<file path="src/hw/rtl/ttt_pkg.sv">
package ttt_pkg;

  localparam int EDGE_W  = 12;
  localparam int PROB_W  = 64;
  localparam int TOTAL_W = 40;
  localparam int CFG_IDX_W = 1;

  localparam logic [PROB_W-1:0] ONE_Q63 = 64'h8000_0000_0000_0000;
  localparam logic [EDGE_W-1:0] OBS_COUNT_RESET = 12'd2;
  localparam logic [PROB_W-1:0] ALPHA_LEVEL_RESET = 64'h0666_6666_6666_6666;

  localparam logic [CFG_IDX_W-1:0] CFG_OBS_COUNT   = 1'b0;
  localparam logic [CFG_IDX_W-1:0] CFG_ALPHA_LEVEL = 1'b1;

  typedef enum logic [1:0] {
    OP_LOAD  = 2'd0,
    OP_START = 2'd1,
    OP_OFFER = 2'd2
  } opcode_t;

  typedef struct packed {
    logic [1:0]        opcode;
    logic [EDGE_W-1:0] entry_index;
    logic [PROB_W-1:0] entry_value;
    logic [EDGE_W-1:0] support;
  } item_t;

  typedef struct packed {
    logic               is_testable;
    logic               is_prunable;
    logic [TOTAL_W-1:0] testable_total;
    logic [PROB_W-1:0]  threshold;
    logic [EDGE_W-1:0]  lower_edge;
    logic [EDGE_W-1:0]  centre_edge;
    logic [EDGE_W-1:0]  upper_edge;
  } result_t;

  typedef enum logic [3:0] {
    DP_NOP        = 4'd0,
    DP_TAB_WRITE  = 4'd1,
    DP_LOAD_EDGES = 4'd2,
    DP_CLEAR      = 4'd3,
    DP_THR_START  = 4'd4,
    DP_OFFER      = 4'd5,
    DP_MUL0       = 4'd6,
    DP_MUL1       = 4'd7,
    DP_MUL2       = 4'd8,
    DP_MUL3       = 4'd9,
    DP_SUB_A      = 4'd10,
    DP_SUB_MOVE   = 4'd11,
    DP_THR_PICK   = 4'd12,
    DP_THR_ZERO   = 4'd13
  } dp_op_t;

  typedef enum logic [1:0] {
    TSEL_SUP  = 2'd0,
    TSEL_ONE  = 2'd1,
    TSEL_OLOW = 2'd2
  } tsel_t;

  typedef enum logic {
    HSEL_SUP  = 1'b0,
    HSEL_EDGE = 1'b1
  } hsel_t;

  typedef struct packed {
    dp_op_t op;
    tsel_t  tsel;
    hsel_t  hsel;
  } dp_ctrl_t;

  localparam dp_ctrl_t DP_IDLE_CTRL = '{op: DP_NOP, tsel: TSEL_SUP, hsel: HSEL_SUP};

  typedef struct packed {
    logic collapsed;
    logic testable;
    logic exceed;
    logic clr_last;
    logic out_free;
  } dp_status_t;

endpackage

</file>
<file path="src/hw/rtl/ttt_seq.sv">
module ttt_seq import ttt_pkg::*; (
  input  logic       clk,
  input  logic       rst,
  input  logic       accept,
  input  logic [1:0] opcode,
  input  dp_status_t status,
  output dp_ctrl_t   ctrl,
  output logic       emit,
  output logic       idle
);

  localparam int PC_W = 5;

  typedef enum logic [2:0] {
    COND_NEXT         = 3'd0,
    COND_ALWAYS       = 3'd1,
    COND_COLLAPSED    = 3'd2,
    COND_NOT_TESTABLE = 3'd3,
    COND_NOT_EXCEED   = 3'd4,
    COND_NOT_CLR_LAST = 3'd5
  } cond_t;

  typedef enum logic [1:0] {
    FIN_NONE  = 2'd0,
    FIN_EMIT  = 2'd1,
    FIN_QUIET = 2'd2
  } fin_t;

  typedef struct packed {
    dp_ctrl_t        dp;
    cond_t           cond;
    logic [PC_W-1:0] target;
    fin_t            fin;
  } ucode_t;

  typedef enum logic [1:0] {
    S_IDLE = 2'b01,
    S_RUN  = 2'b10
  } seq_state_t;

  localparam logic [PC_W-1:0] PC_FIN        = 5'd0;
  localparam logic [PC_W-1:0] PC_LOAD       = 5'd1;
  localparam logic [PC_W-1:0] PC_START      = 5'd2;
  localparam logic [PC_W-1:0] PC_START_CLR  = 5'd3;
  localparam logic [PC_W-1:0] PC_START_RD   = 5'd4;
  localparam logic [PC_W-1:0] PC_START_THR  = 5'd5;
  localparam logic [PC_W-1:0] PC_OFFER      = 5'd6;
  localparam logic [PC_W-1:0] PC_OFFER_UPD  = 5'd7;
  localparam logic [PC_W-1:0] PC_LOOP       = 5'd8;
  localparam logic [PC_W-1:0] PC_MUL1       = 5'd9;
  localparam logic [PC_W-1:0] PC_MUL2       = 5'd10;
  localparam logic [PC_W-1:0] PC_MUL3       = 5'd11;
  localparam logic [PC_W-1:0] PC_TEST       = 5'd12;
  localparam logic [PC_W-1:0] PC_SUB_A      = 5'd13;
  localparam logic [PC_W-1:0] PC_SUB_MOVE   = 5'd14;
  localparam logic [PC_W-1:0] PC_RD_EDGES   = 5'd15;
  localparam logic [PC_W-1:0] PC_PICK       = 5'd16;
  localparam logic [PC_W-1:0] PC_ZERO       = 5'd17;
  localparam logic [PC_W-1:0] PC_RESET_CLR  = 5'd18;
  localparam logic [PC_W-1:0] PC_RESET_END  = 5'd19;
  localparam logic [PC_W-1:0] PC_LAST       = PC_RESET_END;

  function automatic ucode_t mk(input dp_op_t op, input tsel_t ts, input hsel_t hs,
                                input cond_t cd, input logic [PC_W-1:0] tg,
                                input fin_t fn);
    ucode_t w;
    w.dp.op   = op;
    w.dp.tsel = ts;
    w.dp.hsel = hs;
    w.cond    = cd;
    w.target  = tg;
    w.fin     = fn;
    return w;
  endfunction

  function automatic ucode_t rom(input logic [PC_W-1:0] a);
    ucode_t w;
    case (a)
      PC_FIN:       w = mk(DP_NOP, TSEL_SUP, HSEL_SUP, COND_NEXT, PC_FIN, FIN_EMIT);
      PC_LOAD:      w = mk(DP_TAB_WRITE, TSEL_SUP, HSEL_SUP, COND_NEXT, PC_FIN, FIN_EMIT);
      PC_START:     w = mk(DP_LOAD_EDGES, TSEL_SUP, HSEL_SUP, COND_NEXT, PC_FIN, FIN_NONE);
      PC_START_CLR: w = mk(DP_CLEAR, TSEL_SUP, HSEL_SUP, COND_NOT_CLR_LAST, PC_START_CLR,
                           FIN_NONE);
      PC_START_RD:  w = mk(DP_NOP, TSEL_ONE, HSEL_SUP, COND_NEXT, PC_FIN, FIN_NONE);
      PC_START_THR: w = mk(DP_THR_START, TSEL_ONE, HSEL_SUP, COND_ALWAYS, PC_FIN, FIN_NONE);
      PC_OFFER:     w = mk(DP_NOP, TSEL_SUP, HSEL_SUP, COND_NEXT, PC_FIN, FIN_NONE);
      PC_OFFER_UPD: w = mk(DP_OFFER, TSEL_SUP, HSEL_SUP, COND_NOT_TESTABLE, PC_FIN, FIN_NONE);
      PC_LOOP:      w = mk(DP_MUL0, TSEL_SUP, HSEL_SUP, COND_COLLAPSED, PC_FIN, FIN_NONE);
      PC_MUL1:      w = mk(DP_MUL1, TSEL_SUP, HSEL_SUP, COND_NEXT, PC_FIN, FIN_NONE);
      PC_MUL2:      w = mk(DP_MUL2, TSEL_SUP, HSEL_SUP, COND_NEXT, PC_FIN, FIN_NONE);
      PC_MUL3:      w = mk(DP_MUL3, TSEL_SUP, HSEL_SUP, COND_NEXT, PC_FIN, FIN_NONE);
      PC_TEST:      w = mk(DP_NOP, TSEL_SUP, HSEL_EDGE, COND_NOT_EXCEED, PC_FIN, FIN_NONE);
      PC_SUB_A:     w = mk(DP_SUB_A, TSEL_SUP, HSEL_EDGE, COND_NEXT, PC_FIN, FIN_NONE);
      PC_SUB_MOVE:  w = mk(DP_SUB_MOVE, TSEL_SUP, HSEL_EDGE, COND_NEXT, PC_FIN, FIN_NONE);
      PC_RD_EDGES:  w = mk(DP_NOP, TSEL_OLOW, HSEL_SUP, COND_COLLAPSED, PC_ZERO, FIN_NONE);
      PC_PICK:      w = mk(DP_THR_PICK, TSEL_OLOW, HSEL_SUP, COND_ALWAYS, PC_LOOP, FIN_NONE);
      PC_ZERO:      w = mk(DP_THR_ZERO, TSEL_SUP, HSEL_SUP, COND_ALWAYS, PC_FIN, FIN_NONE);
      PC_RESET_CLR: w = mk(DP_CLEAR, TSEL_SUP, HSEL_SUP, COND_NOT_CLR_LAST, PC_RESET_CLR,
                           FIN_NONE);
      PC_RESET_END: w = mk(DP_NOP, TSEL_SUP, HSEL_SUP, COND_NEXT, PC_FIN, FIN_QUIET);
      default:      w = mk(DP_NOP, TSEL_SUP, HSEL_SUP, COND_ALWAYS, PC_FIN, FIN_NONE);
    endcase
    return w;
  endfunction

  seq_state_t      state;
  logic [PC_W-1:0] pc;
  ucode_t          word;
  logic            go;
  logic            jump;
  logic [PC_W-1:0] entry;

  assign word = rom(pc);
  assign idle = (state == S_IDLE);
  assign go   = (state == S_RUN) && !(word.fin == FIN_EMIT && !status.out_free);
  assign emit = go && (word.fin == FIN_EMIT);
  assign ctrl = go ? word.dp : DP_IDLE_CTRL;

  always_comb begin
    case (word.cond)
      COND_NEXT:         jump = 1'b0;
      COND_ALWAYS:       jump = 1'b1;
      COND_COLLAPSED:    jump = status.collapsed;
      COND_NOT_TESTABLE: jump = !status.testable;
      COND_NOT_EXCEED:   jump = !status.exceed;
      COND_NOT_CLR_LAST: jump = !status.clr_last;
      default:           jump = 1'b0;
    endcase
  end

  always_comb begin
    case (opcode)
      OP_LOAD:  entry = PC_LOAD;
      OP_START: entry = PC_START;
      OP_OFFER: entry = PC_OFFER;
      default:  entry = PC_FIN;
    endcase
  end

  always_ff @(posedge clk) begin
    if (rst) begin
      state <= S_RUN;
      pc    <= PC_RESET_CLR;
    end else begin
      case (state)
        S_IDLE: begin
          if (accept) begin
            state <= S_RUN;
            pc    <= entry;
          end
        end
        S_RUN: begin
          if (go) begin
            if (word.fin != FIN_NONE) begin
              state <= S_IDLE;
            end else begin
              pc <= jump ? word.target : pc + PC_W'(1);
            end
          end
        end
        default: begin
          state <= S_IDLE;
        end
      endcase
    end
  end

  a_pc_bound: assert property (@(posedge clk) disable iff (rst) pc <= PC_LAST)
    else $error("sequencer step out of program");
  a_emit_free: assert property (@(posedge clk) disable iff (rst) emit |-> status.out_free)
    else $error("item emitted over a waiting result");
  a_reset_sweep: assert property (@(posedge clk) $past(rst) && !rst |-> state == S_RUN)
    else $error("clearing sweep not entered after reset");

endmodule

</file>
<file path="config.mk">
export PLATFORM = sky130hd
export DESIGN_NAME = ttt_seq
export DESIGN_NICKNAME = d
export VERILOG_FILES = /design/src/hw/rtl/ttt_pkg.sv /design/src/hw/rtl/ttt_seq.sv
export SDC_FILE = /design/constraint.sdc
export NUM_CORES = 1
export LEC_CHECK = 0
export BUFFER_PORTS_ARGS = -buffer_cell sky130_fd_sc_hd__buf_2
export CAP_MARGIN = 30
export CELL_PAD_IN_SITES_DETAIL_PLACEMENT = 0
export CELL_PAD_IN_SITES_GLOBAL_PLACEMENT = 1
export CORE_MARGIN = 2
export CORE_UTILIZATION = 45
export DETAILED_ROUTE_END_ITERATION = 10
export GPL_TIMING_DRIVEN = 0
export PLACE_DENSITY_LB_ADDON = 0.15
export SETUP_SLACK_MARGIN = 0.1
export SLEW_MARGIN = 5
export SYNTH_ARGS = -nofsm -noshare
export SYNTH_HDL_FRONTEND = slang
export SYNTH_SLANG_ARGS = --single-unit
</file>
<file path="constraint.sdc">
create_clock -name clk -period 6.2 [get_ports clk]
set_input_delay 0.31 -clock clk [delete_from_list [all_inputs] [get_ports clk]]
set_output_delay 0.31 -clock clk [all_outputs]
set_load 0.01 [all_outputs]
</file>
==> results.txt <==
- Result of the run: completed
- Initial core utilization: 0.468
* Horizontal die dimension: about 57 µm
- Required time worst endpoint: between 6000 and 7000 ps
- For the final routed database, the setup TNS stands at 0 ps.
- In the final routed layout, each cell accounts on average for approximately 13 µm.
- Min setup slack post-route: roughly 3300 ps
- Number of stages on the worst hold path: 3
- Synthesis produced a netlist with a net count of about 170.
* Worst slack at placement: ~3300 ps
- Clock-pin transition on the worst setup and hold timing paths: 120 ps
* Shortest period the worst path allows: between 2000 and 3000 ps
* Global-route wire length before repair: 4370 µm
- Distinct cell type count after synthesis: 45
- Overall power consumption after layout is estimated at roughly 0.72 mW.
* Worst Hold Path EP: state[1]
- Critical-path maximum fanout: 9
* Count of nets left with antenna violations after detail routing: 0
- Congestion Overflow GR: 0
* Multi-input combinational cell area: 726 µm²
* Detailed-route vias per instance: about 5.4
* Cells after Synth: 148
- During I/O placement, the number of pins put on the boundary was 19.
* RSZ-0062 raised after global routing: no
* Worst Reg-to-Reg Cells: 9
- Entering global routing, the biggest net connects 14 pins.
- In this run the core area contains 19 standard-cell rows.
- Max incr delay on CP: between 500 and 600 ps
* Number of global-route vias before repair: between 1000 and 1500
* Total count of max-transition violations in the final report: 0
* Category of the critical setup timing path: register to register
- In this run, post-CTS hold repair placed 0 buffers.
- For this run, the total global-route usage over all layers was measured as 0.168.
- Core Box Area: between 2000 and 3000 µm²
- The number of antenna diodes in the final layout is 0.
- Number of antenna violations at the first check in global routing: 0
- The largest individual stage delay along the critical path comes from the cell sky130_fd_sc_hd__nor4b_4.
- Max Root-Sink Buffers: 2
- Fraction of final layout cells sized beyond drive strength 1: 0.183
- Detailed route wirelength on metal3: around 95 µm
- For this run, asynchronously set or reset flops after synthesis account for 0.
- Worst setup EP type: register
- Remaining routing DRC violations: 0
- Worst reg2reg startpoint: state[0]
- In this run the most critical hold path is launched from status[0].
- Total clock buffers created by CTS: 3
- Fin. Hold Viols: 0
- Setup skew after layout: 2.19 ps
- Number of storage elements in the synthesis netlist: 23
- For this run, the number of Yosys warnings is 0.
- The congestion estimate from routability-driven global placement came to roughly 0.9.
* Clock latency of the later-clocked register in the worst-skew pair: about 300 ps
- Met1 wire length: 1220 µm
* Flop-to-flop setup slack: about 3300 ps
* Number of instances resized during post-cts repair: 0
* Crit share post-route: 0.469
* Headroom to the max-slew limit: 0.618
- The tool flagged a number of max-cap violations equal to 0.
* Syn Area/Cell: 8.56 µm²
* Length of the first detailed-routing pass in iterations: 4
- The detailed router used layers up to and including met4.
- The area growth from synthesis to layout is 11.9%.
* Total Nets Final: roughly 190
* Violation count after the first detailed-route iteration: 33
* Achievable clock frequency: 344 MHz
- CP cell instances: nor4b_4 -> nor3_1 -> a311o_1 -> a31oi_1 -> inv_1 -> ha_1 -> mux2_2 -> mux2i_1 -> o22ai_1
- Floorplan die area: between 3000 and 4000 µm²
- Input and output buffers added on the ports amount to 17.
- Die outline height: ~57 µm
- Cell chosen for the clock root: sky130_fd_sc_hd__clkbuf_4
- The HPWL after detailed placement is between 1500 and 2000 µm.
- CP Launch Type: register
- The filler cells instantiated in the layout total ~260.
- EDFF count, synth: 0
- Sequential cell area: 460 µm²
* Cell area power density: 509 nW/µm²
- Setup violations remaining at the end of the flow were counted as 0.
- Endpoint arrival time on the critical path: between 3000 and 4000 ps
- The worst hold path belongs to the class input port to register.
- Standby leakage power: around 0.64 nW
* Final Routed Wirelength: 2560 µm
- Post CTS Setup Buffer Count: 0
- Cell area after synthesis: approximately 1300 µm²
- Seq/Total Area, Yosys: 0.363
- After detailed routing, the met2 layer carries between 1000 and 1500 µm of wire.
- For this block, the via count after detailed routing is approximately 1100.
* Worst ir drop on vdd: 0.285 mV
* Worst r2r dst: word[13]
- Among all flip-flop cells after synthesis, the most frequent one is sky130_fd_sc_hd__dfxtp_1.
- TritonCTS clock tree: yes
- Slew of the pin with the lowest slew margin: ~570 ps
- CTS built an H-tree with a depth of 1.
* Clk sink count: 23
## registers in the layout (all words and copies together) (netlist names)
signal  cells
word       16
pc          5
state       2
## cell families after synthesis
kind of cell	after synthesis	share of synthesized area
DFF	23	0.363
xor gates and xnor gates	5	0.0346
buffers and inverters	19	0.0642
AOI/OAI and AO/OA	29	0.155
and+or+nand+nor	61	0.281
adders and majority gates	7	0.0691
muxes	4	0.0326
## final cells by class
class                      instances  area share
clock inverter                     1     0.00353
buffer                             6      0.0229
inverter                          13      0.0344
clock buffer                       3      0.0159
tap                               31      0.0273
multi-input combinational        106       0.511
sequential                        23       0.325
timing repair buffer              17      0.0600
## Yosys cell counts, types with 2 or more instances
library cell               count  area share
sky130_fd_sc_hd__a211oi_1      3       0.018
sky130_fd_sc_hd__a21oi_1       6       0.024
sky130_fd_sc_hd__a31oi_1       3       0.015
sky130_fd_sc_hd__and2_1        9       0.044
sky130_fd_sc_hd__and3_1        2      0.0099
sky130_fd_sc_hd__buf_2         2      0.0079
sky130_fd_sc_hd__clkbuf_1      3      0.0089
sky130_fd_sc_hd__dfxtp_1      23        0.36
sky130_fd_sc_hd__ha_1          7       0.069
sky130_fd_sc_hd__inv_1        13       0.039
sky130_fd_sc_hd__mux2i_1       3       0.024
sky130_fd_sc_hd__nand2_1      10       0.030
sky130_fd_sc_hd__nand2b_1      4       0.020
sky130_fd_sc_hd__nand3_1       4       0.016
sky130_fd_sc_hd__nand4_1       3       0.015
sky130_fd_sc_hd__nor2_1       11       0.033
sky130_fd_sc_hd__nor2b_1       3       0.015
sky130_fd_sc_hd__nor3_1        5       0.020
sky130_fd_sc_hd__o211ai_1      2       0.012
sky130_fd_sc_hd__o21ai_0       3       0.012
sky130_fd_sc_hd__o22ai_1       2      0.0099
sky130_fd_sc_hd__xnor2_1       3       0.021
sky130_fd_sc_hd__xor2_1        2       0.014
## routing by layer
metal | GRT usage | vias up
li1 | - | 555
met1 | 0.214 | 488
met2 | 0.287 | 20
met3 | 0.0227 | 7
met4 | 0.0664 | 0
met5 | 0 | -
## critical path: cells and delay by family, from the launching register on
family / cells / cell delay [ps]
multiplexers: 2 / 410
AO/OA/AOI/OAI: 3 / 920
AND/OR/NAND/NOR: 2 / 650
flip-flops: 1 / 370
buffers and inverters: 1 / 170
adder cells (fa/ha/maj): 1 / 270
## where the power goes
group	total (mW)	internal, mW	switching [mW]
logic	0.425	0.175	0.250
registers	0.231	0.203	0.0281
clock network	0.0657	0.0241	0.0416
## layout by cell type (no fill, tap or decap), types with 3 or more instances in the layout
cell and instances:
sky130_fd_sc_hd__buf_2 19, sky130_fd_sc_hd__inv_1 13, sky130_fd_sc_hd__clkbuf_4 3, sky130_fd_sc_hd__dfxtp_1 23, sky130_fd_sc_hd__a211oi_1 3, sky130_fd_sc_hd__nor3_1 5
sky130_fd_sc_hd__xnor2_1 3, sky130_fd_sc_hd__ha_1 7, sky130_fd_sc_hd__a21oi_1 6, sky130_fd_sc_hd__mux2i_1 3, sky130_fd_sc_hd__clkbuf_1 3, sky130_fd_sc_hd__nand3_1 4
sky130_fd_sc_hd__nand4_1 3, sky130_fd_sc_hd__nor2_1 11, sky130_fd_sc_hd__o21ai_0 3, sky130_fd_sc_hd__and2_1 9, sky130_fd_sc_hd__a31oi_1 3, sky130_fd_sc_hd__nand2_1 10
sky130_fd_sc_hd__nand2b_1 4, sky130_fd_sc_hd__nor2b_1 3
## through the flow
step                      cell area [µm²]  utilization  hold slack [ps]  instances
final                                1420        0.524              461        200
after global routing                 1420        0.524              459        200
after CTS                            1420        0.524              462        200
after detailed placement             1390        0.513              590        196
after global placement               1390        0.513              574        196
after floorplan                      1270            -              519        148
## how the worst max path moves through the flow
stage / startpoint / slack, ps / end
finish: state[0] / 3290 / word[13]
detailed placement: state[0] / 3340 / word[13]
floorplan: state[0] / 3780 / word[13]
global route: state[0] / 3150 / word[13]
CTS: state[0] / 3320 / word[13]
global placement: state[0] / 3390 / word[13]
(Power assumes the default switching activity.)
